<file path="src/design/hpq_pkg.sv">
// ----------------------------------------------------------------------------
// hpq_pkg: shared types and constants of the binary heap priority queue
// Holds the sizing constants, the opcodes, the entry layout, the result and memory
// request structs, the result status codes, the controller states and the priority compare.
// ----------------------------------------------------------------------------
package hpq_pkg;

    localparam int DEPTH  = 1024;
    localparam int KEY_W  = 32;
    localparam int PAY_W  = 32;
    localparam int ADDR_W = $clog2(DEPTH);
    localparam int CNT_W  = $clog2(DEPTH + 1);
    // Child indices can reach 2*DEPTH, so they carry two extra bits.
    localparam int CH_W   = ADDR_W + 2;

    localparam logic OP_PUSH = 1'b0;
    localparam logic OP_POP  = 1'b1;

    typedef enum logic [1:0] {
        ST_OK    = 2'd0,
        ST_EMPTY = 2'd1,
        ST_FULL  = 2'd2
    } status_t;

    typedef enum logic [2:0] {
        S_IDLE,
        S_POP_LAST,
        S_POP_CARRY,
        S_UP_RD,
        S_UP_CMP,
        S_DN_RL,
        S_DN_RR,
        S_DN_CMP
    } state_t;

    typedef struct packed {
        logic [KEY_W-1:0] key;
        logic [PAY_W-1:0] payload;
    } entry_t;

    typedef struct packed {
        logic              rd_en;
        logic [ADDR_W-1:0] rd_addr;
        logic              wr_en;
        logic [ADDR_W-1:0] wr_addr;
        entry_t            wr_data;
    } mem_req_t;

    typedef struct packed {
        logic             valid;
        status_t          status;
        logic [KEY_W-1:0] key;
        logic [PAY_W-1:0] payload;
        logic [CNT_W-1:0] count;
    } res_t;

    // True when key a must be served strictly before key b.
    function automatic logic outranks(input logic [KEY_W-1:0] a,
                                      input logic [KEY_W-1:0] b,
                                      input logic smallest_first);
        logic r;
        r = smallest_first ? (a < b) : (a > b);
        return r;
    endfunction

endpackage

</file>
<file path="src/design/hpq_ctrl.sv">
// ----------------------------------------------------------------------------
// hpq_ctrl: heap sequencer
// Runs push (sift up) and pop (sift down) over the entry memory, carrying the
// moving entry in a register so each level costs one write.
// ----------------------------------------------------------------------------
module hpq_ctrl (
    input  logic                     clk,
    input  logic                     rst_n,
    input  logic                     start,
    input  logic                     opcode,
    input  logic [hpq_pkg::KEY_W-1:0] key_in,
    input  logic [hpq_pkg::PAY_W-1:0] payload_in,
    input  logic                     smallest_first,
    input  hpq_pkg::entry_t          rd_data,
    output logic                     busy,
    output hpq_pkg::mem_req_t        mem_req,
    output hpq_pkg::res_t            res
);

    import hpq_pkg::*;

    state_t             state_reg, state_next;
    logic [CNT_W-1:0]   count_reg;
    logic [ADDR_W-1:0]  node_reg;
    entry_t             carry_reg;
    entry_t             popped_reg;
    entry_t             cand_reg;
    logic [ADDR_W-1:0]  cand_idx_reg;
    logic               cand_is_node_reg;

    logic               start_acc;
    logic               pop_fail;
    logic               push_fail;
    logic [CH_W-1:0]    left_w;
    logic [CH_W-1:0]    right_w;
    logic               left_ok;
    logic               right_ok;
    logic [ADDR_W-1:0]  node_m1;
    logic [ADDR_W-1:0]  parent;
    logic               up_swap;
    logic               dn_left_wins;
    logic               dn_right_wins;
    logic               best_node;

    assign start_acc = start && (state_reg == S_IDLE);
    assign pop_fail  = (opcode == OP_POP) && (count_reg == '0);
    assign push_fail = (opcode == OP_PUSH) && (count_reg == CNT_W'(DEPTH));
    assign busy      = (state_reg != S_IDLE);

    assign left_w   = CH_W'({node_reg, 1'b1});
    assign right_w  = left_w + CH_W'(1);
    assign left_ok  = left_w < CH_W'(count_reg);
    assign right_ok = right_w < CH_W'(count_reg);
    assign node_m1  = node_reg - ADDR_W'(1);
    assign parent   = {1'b0, node_m1[ADDR_W-1:1]};

    assign up_swap       = outranks(carry_reg.key, rd_data.key, smallest_first);
    assign dn_left_wins  = outranks(rd_data.key, carry_reg.key, smallest_first);
    assign dn_right_wins = right_ok && outranks(rd_data.key, cand_reg.key, smallest_first);
    assign best_node     = !dn_right_wins && cand_is_node_reg;

    always_ff @(posedge clk or negedge rst_n)
    begin
        if (!rst_n)
        begin
            state_reg <= S_IDLE;
            count_reg <= '0;
        end
        else
        begin
            state_reg <= state_next;
            if (start_acc && !pop_fail && !push_fail)
            begin
                if (opcode == OP_POP)
                begin
                    count_reg <= count_reg - CNT_W'(1);
                end
                else
                begin
                    count_reg <= count_reg + CNT_W'(1);
                end
            end
        end
    end

    // Datapath registers; every one is written before it is read.
    always_ff @(posedge clk)
    begin
        unique case (state_reg)
            S_IDLE:
            begin
                if (start_acc)
                begin
                    popped_reg <= '0;
                    carry_reg  <= '{key: key_in, payload: payload_in};
                    node_reg   <= count_reg[ADDR_W-1:0];
                end
            end
            S_POP_LAST:
            begin
                popped_reg <= rd_data;
            end
            S_POP_CARRY:
            begin
                carry_reg <= rd_data;
                node_reg  <= '0;
            end
            S_UP_CMP:
            begin
                if (up_swap)
                begin
                    node_reg <= parent;
                end
            end
            S_DN_RR:
            begin
                // The candidate is the better of the carried entry and the left child.
                cand_reg         <= dn_left_wins ? rd_data : carry_reg;
                cand_idx_reg     <= left_w[ADDR_W-1:0];
                cand_is_node_reg <= !dn_left_wins;
            end
            S_DN_CMP:
            begin
                if (!best_node)
                begin
                    node_reg <= dn_right_wins ? right_w[ADDR_W-1:0] : cand_idx_reg;
                end
            end
            default:
            begin
            end
        endcase
    end

    always_comb
    begin
        state_next = state_reg;
        unique case (state_reg)
            S_IDLE:
            begin
                if (start_acc && !pop_fail && !push_fail)
                begin
                    state_next = (opcode == OP_POP) ? S_POP_LAST : S_UP_RD;
                end
            end
            S_POP_LAST:  state_next = S_POP_CARRY;
            S_POP_CARRY: state_next = (count_reg == '0) ? S_IDLE : S_DN_RL;
            S_UP_RD:     state_next = (node_reg == '0) ? S_IDLE : S_UP_CMP;
            S_UP_CMP:    state_next = up_swap ? S_UP_RD : S_IDLE;
            S_DN_RL:     state_next = left_ok ? S_DN_RR : S_IDLE;
            S_DN_RR:     state_next = S_DN_CMP;
            S_DN_CMP:    state_next = best_node ? S_IDLE : S_DN_RL;
            default:     state_next = S_IDLE;
        endcase
    end

    always_comb
    begin
        mem_req         = '0;
        res.valid       = 1'b0;
        res.status      = ST_OK;
        res.key         = popped_reg.key;
        res.payload     = popped_reg.payload;
        res.count       = count_reg;
        unique case (state_reg)
            S_IDLE:
            begin
                res.key     = '0;
                res.payload = '0;
                if (start_acc)
                begin
                    if (pop_fail)
                    begin
                        res.valid  = 1'b1;
                        res.status = ST_EMPTY;
                    end
                    else if (push_fail)
                    begin
                        res.valid  = 1'b1;
                        res.status = ST_FULL;
                    end
                    else if (opcode == OP_POP)
                    begin
                        mem_req.rd_en   = 1'b1;
                        mem_req.rd_addr = '0;
                    end
                end
            end
            S_POP_LAST:
            begin
                mem_req.rd_en   = 1'b1;
                mem_req.rd_addr = count_reg[ADDR_W-1:0];
            end
            S_POP_CARRY:
            begin
                res.valid = (count_reg == '0);
            end
            S_UP_RD:
            begin
                if (node_reg == '0)
                begin
                    mem_req.wr_en   = 1'b1;
                    mem_req.wr_addr = node_reg;
                    mem_req.wr_data = carry_reg;
                    res.valid       = 1'b1;
                end
                else
                begin
                    mem_req.rd_en   = 1'b1;
                    mem_req.rd_addr = parent;
                end
            end
            S_UP_CMP:
            begin
                mem_req.wr_en   = 1'b1;
                mem_req.wr_addr = node_reg;
                mem_req.wr_data = up_swap ? rd_data : carry_reg;
                res.valid       = !up_swap;
            end
            S_DN_RL:
            begin
                if (left_ok)
                begin
                    mem_req.rd_en   = 1'b1;
                    mem_req.rd_addr = left_w[ADDR_W-1:0];
                end
                else
                begin
                    mem_req.wr_en   = 1'b1;
                    mem_req.wr_addr = node_reg;
                    mem_req.wr_data = carry_reg;
                    res.valid       = 1'b1;
                end
            end
            S_DN_RR:
            begin
                mem_req.rd_en   = right_ok;
                mem_req.rd_addr = right_w[ADDR_W-1:0];
            end
            S_DN_CMP:
            begin
                mem_req.wr_en   = 1'b1;
                mem_req.wr_addr = node_reg;
                if (best_node)
                begin
                    mem_req.wr_data = carry_reg;
                    res.valid       = 1'b1;
                end
                else if (dn_right_wins)
                begin
                    mem_req.wr_data = rd_data;
                end
                else
                begin
                    mem_req.wr_data = cand_reg;
                end
            end
            default:
            begin
            end
        endcase
    end

    // The sequencer never reads and writes the memory in the same cycle.
    a_no_rw_overlap: assert property (@(posedge clk) disable iff (!rst_n)
        !(mem_req.rd_en && mem_req.wr_en))
        else $error("memory read and write issued together");

    a_count_bound: assert property (@(posedge clk) disable iff (!rst_n)
        count_reg <= CNT_W'(DEPTH))
        else $error("entry count exceeds depth");

    a_done_idle: assert property (@(posedge clk) disable iff (!rst_n)
        res.valid |=> (state_reg == S_IDLE))
        else $error("sequencer busy after finishing a transaction");

    a_write_busy: assert property (@(posedge clk) disable iff (!rst_n)
        mem_req.wr_en |-> (state_reg != S_IDLE))
        else $error("memory written while idle");

    a_count_step: assert property (@(posedge clk) disable iff (!rst_n)
        (state_reg != S_IDLE) |=> $stable(count_reg))
        else $error("entry count changed during a sift");

endmodule

</file>
<file path="config.mk">
export PLATFORM = sky130hd
export DESIGN_NAME = hpq_ctrl
export DESIGN_NICKNAME = d
export VERILOG_FILES = /design/src/design/hpq_pkg.sv /design/src/design/hpq_ctrl.sv
export SDC_FILE = /design/constraint.sdc
export NUM_CORES = 1
export LEC_CHECK = 0
export BUFFER_PORTS_ARGS = -buffer_cell sky130_fd_sc_hd__buf_4
export CAP_MARGIN = 25
export CORE_MARGIN = 2
export CORE_UTILIZATION = 56
export DETAILED_ROUTE_END_ITERATION = 6
export PLACE_DENSITY = 0.81
export SETUP_SLACK_MARGIN = 0.1
export SKIP_LAST_GASP = 1
export SLEW_MARGIN = 0
export SYNTH_ARGS = -nofsm -noshare
export SYNTH_HDL_FRONTEND = slang
export SYNTH_SLANG_ARGS = --single-unit
export TNS_END_PERCENT = 20
</file>
<file path="constraint.sdc">
create_clock -name clk -period 9.9 [get_ports clk]
set_input_delay 0.99 -clock clk [delete_from_list [all_inputs] [get_ports clk]]
set_output_delay 0.99 -clock clk [all_outputs]
set_load 0.05 [all_outputs]
</file>
# [Word level (Yosys, flattened, before mapping)]
# Cells that the tools add are included.
# W data, S select, Z words.
[totals] regBits=226 input_bits=133 output_inout_bits=165
[op_classes] add_sub_neg=4 n_lt_le_gt_ge=8 n_eq_ne=12 muxes=43 bitwise_logic=1 reduce_logical=22
[ops] op="$mux W64" count=6
[ops] op="$pmux W75 S4" count=1
[ops] op="$pmux W64 S2" count=2
[ops] op="$mux W75" count=2
[ops] op="$gt A32 B32 Y1" count=3
[ops] op="$lt A32 B32 Y1" count=3
[ops] op="$mux W11" count=7
[ops] op="$mux W66" count=1
[ops] op="$pmux W11 S5" count=1
[ops] op="$mux W10" count=4
[ops] op="$pmux W10 S4" count=1
[ops] op="$mux W3" count=8
[ops] op="$pmux W3 S8" count=1
[ops] op="$add A11 B1 Y12 const B" count=1
[ops] op="$eq A3 B3 Y1 const B" count=4
[ops] op="$lt A12 B11 Y1" count=1
[ops] op="$add A11 B1 Y11 const B" count=1
[ops] op="$eq A11 B11 Y1 const B" count=1
[ops] op="$logic_not A11 Y1" count=1
[ops] op="$lt A11 B11 Y1" count=1
[ops] op="$sub A11 B1 Y11 const B" count=1
[ops] op="$logic_not A10 Y1" count=1
[ops] op="$sub A10 B1 Y10 const B" count=1
[ops] op="$logic_and A1 B1 Y1" count=7
[ops] op="other kinds (15)" count=30

# [Logic depth before layout (Yosys ltp)]
[logic_depth] depth_word=7 ltp_mapped=16 mapped_depth_nobuf=13

# [Worst setup path before layout]
# Ideal clock, no wire load.
[synth_timing] path_type="register to output" from="register state_reg[2]" to="output port mem_req[77] (netlist bit)" arrival_ps=7909 required_time_ps=8910 path_slack_ps=1001 path_stages_with_launch=6 n_path_buf=1 cell_sequence="dfrtp_1 -> clkbuf_1 -> clkinv_1 -> nor3_1 -> a222oi_1 -> o31ai_1"
[synth_rtl] item="from (decl)" line="hpq_ctrl.sv:22" rtl="state_t state_reg, state_next;"
[synth_rtl] item="from (signal assigned)" line="hpq_ctrl.sv:71" rtl="state_reg <= state_next;"
[synth_rtl] item="to (decl)" line="hpq_ctrl.sv:16" rtl="output hpq_pkg::mem_req_t mem_req,"

==> run metrics <==
setup repair bufs after CTS=0; Power Internal=around 0.0034 W; clk_lat worst skew=0.54 ns; period utilization=roughly 70%; starting density of the core=56.52%; Sequential Power Share=25.3%; Slowest cell on crit path=a211oi_4; Tightest Pin Transition=approximately 1.1 ns; hold_buf cts=0; Synth area leaders=edfxtp_1, ha_1, o221ai_2; Finish-stage setup viols=0; area grow syn2layout=22.60%; grt ovf=0; RSZ-0062 raised after global routing=no; Slew HR=28.73%; Initial DRC Count=about 1.1k; switching share of power=51.80%; maximum VDD drop=348.8 µV; wire per inst=roughly 21 µm; Yosys top cell area share=a little over two fifths; pwr dens=~400 nW/µm²; largest net degree at the start of global routing=104; I/O Buffers=297; Routed WL=43,060 µm; CORE AREA=25,760 µm²; CP Launch Type=flip-flop; final hold vios=0; critical-path maximum fanout=52; synthesized area=14,560 µm²; HPWL Detailed=30,010 µm; crit path time final=6.775 ns; footprint of the multi-input gates=~6800 µm²; LEAKAGE=7.649 nW; ANT cells=0; Most used DFF post-synth=edfxtp_1; CP endpoint kind=primary output; clock power share=13.6%; Mean Syn Cell Area=10.33 µm²; Routed Antenna Nets=0; Global Route Usage Sum=30.80%; post-synth cell types=70; H-tree levels=1; Max Clock Skew=~0.014 ns; EDFF count, synth=212; Logic pwr share=61.1%; die area=27,310 µm²; via count=12.20k; DRC viols=0; Placer Congestion=0.9630; Synthesized Nets=roughly 1.6k; highest clock rate=approximately 150 MHz; final net count=1,897; die span in y=165.3 µm; clock tree sinks=approximately 230; vias in the first global route=12.08k; delay-heaviest family, CP=compound AO/OA/AOI/OAI gates; CTS tree=built; Register Area=6720 µm²; # IOs=approximately 300; max cap viols=0; Die Width=165.3 µm; flops & latches, synth=around 230; row count=59; initial antenna violation count=0; synthesized instance count=1,410; leading area contributor after synthesis=edfxtp_1; CP Data Required Time=8.91 ns; Final Hold Slack=0.2930 ns; CTS resizes=0; total CTS buffers=25; count leader, synth=edfxtp_1; Synth warnings=0; clock transition at the registers of the reported paths=around 0.060 ns; crit path DAT=5.79 ns; sequential area share after synthesis=46.12%; asr flop ratio synth=under 10%; Initial DRT Pass Iterations=6; status=finished, final reports clean; Worst Hold Class=in -> async; sw power=0.003683 W; first-pass GRT wire length=65,050 µm; clock root buffer=clkbuf_16; CP Cell Sequence=and3_1, and3_1, nand3_1, xnor2_1, ha_1, o21a_1, o21ai_0, a211oi_1, nor3_2, o21a_4, nand3_4, a211oi_4, buf_4, o221ai_1, buf_4; max incr delay on CP=between 0.9 and 1 ns; Slew Limit Fails=0; critical path class=reg -> out; share of layout cells above drive strength 1=29.30%; crit path buf inv count=2; fillers=1,958; Via-to-Cell Ratio=6.035; CTS Buffer Depth=3; most frequent cells after synthesis=edfxtp_1, inv_1, nand2_1, ha_1, nor3_1; setup TNS=0 ns
[per-layer routing]
metal / track usage, % / vias to the layer above / share of wire [%]
met5: 0 / - / 0
met4: 13.36 / 0 / 4.6
met3: 5.420 / 137 / 8.9
met2: 51.27 / 648 / 48
met1: 39.63 / 5789 / 38
li1: - / 5623 / -
[through the flow]
step                      setup slack [ns]  instance area [µm²]  cells  total power [W]  utilization [%]
after global routing                 2.806                17850   2021         0.007449            69.29
after CTS                            3.197                17780   2018         0.007085            69.00
after global placement               3.818                16930   1972         0.006022            65.71
after floorplan                      1.001                14560   1410         0.004892                -
after detailed placement             3.558                16940   1973         0.006118            65.74
final                                3.125                17850   2021         0.007110            69.29
[layout by cell type (no fill, tap or decap), types with 6 or more instances in the layout]
master,n
buf_4,309
edfxtp_1,212
inv_1,186
nand2_1,175
ha_1,95
nor3_1,74
nor2b_1,69
o21ai_1,67
mux2_2,64
o221ai_2,59
a21oi_1,47
o21ai_0,36
nor2_1,26
clkbuf_16,25
nand3_1,18
dfrtp_1,13
xnor2_1,12
nand4_1,12
o221ai_1,12
xor2_1,10
a21o_1,10
nor4_1,9
and2_1,9
mux2i_1,9
clkinv_1,8
a22o_1,8
a221o_1,7
a211oi_1,7
nor3_2,6
o211ai_1,6
[layout make-up]
class	count	share of cell area (%)
Clock inverter	18	1.156
Multi-Input combinational cell	915	37.94
Timing Repair Buffer	312	13.41
Inverter	188	3.953
Tap cell	335	2.348
Clock buffer	27	3.546
Sequential cell	226	37.64
[kinds of logic after synthesis]
| group | synth area share [%] |
|---|---|
| multiplexers | 5.637 |
| buffers and inverters | 7.845 |
| XOR/XNOR | 1.323 |
| flip-flops | 46.12 |
| adder cells (fa/ha/maj) | 8.300 |
| AND/OR/NAND/NOR | 14.19 |
| AO/OA/AOI/OAI | 16.58 |
[power groups by stage]
stage | Combinational (W) | Clock (W) | Sequential (W)
after floorplan | 0.00314 | 0 | 0.00175
after global placement | 0.00423 | 0 | 0.00180
after detailed placement | 0.00430 | 0 | 0.00182
after CTS | 0.00432 | 0.000970 | 0.00180
after global routing | 0.00461 | 0.00101 | 0.00183
final | 0.00435 | 0.000966 | 0.00180
[final timing paths]
path | startpoint | endpoint | slack (ns) | cells after the start
worst min register to register | carry_reg[29] | cand_reg[29] | 0.60 | 2
worst max-delay path | node_reg[2] | mem_req[56] | 3.12 | 15
worst min-delay path | rst_n | count_reg[0] | 0.29 | 1
min in group clk | carry_reg[29] | cand_reg[29] | 0.60 | 2
max in group asynchronous | rst_n | state_reg[2] | 9.41 | 1
worst max register to register | node_reg[2] | node_reg[2] | 5.65 | 13
Power figures use the tool's default switching activity.
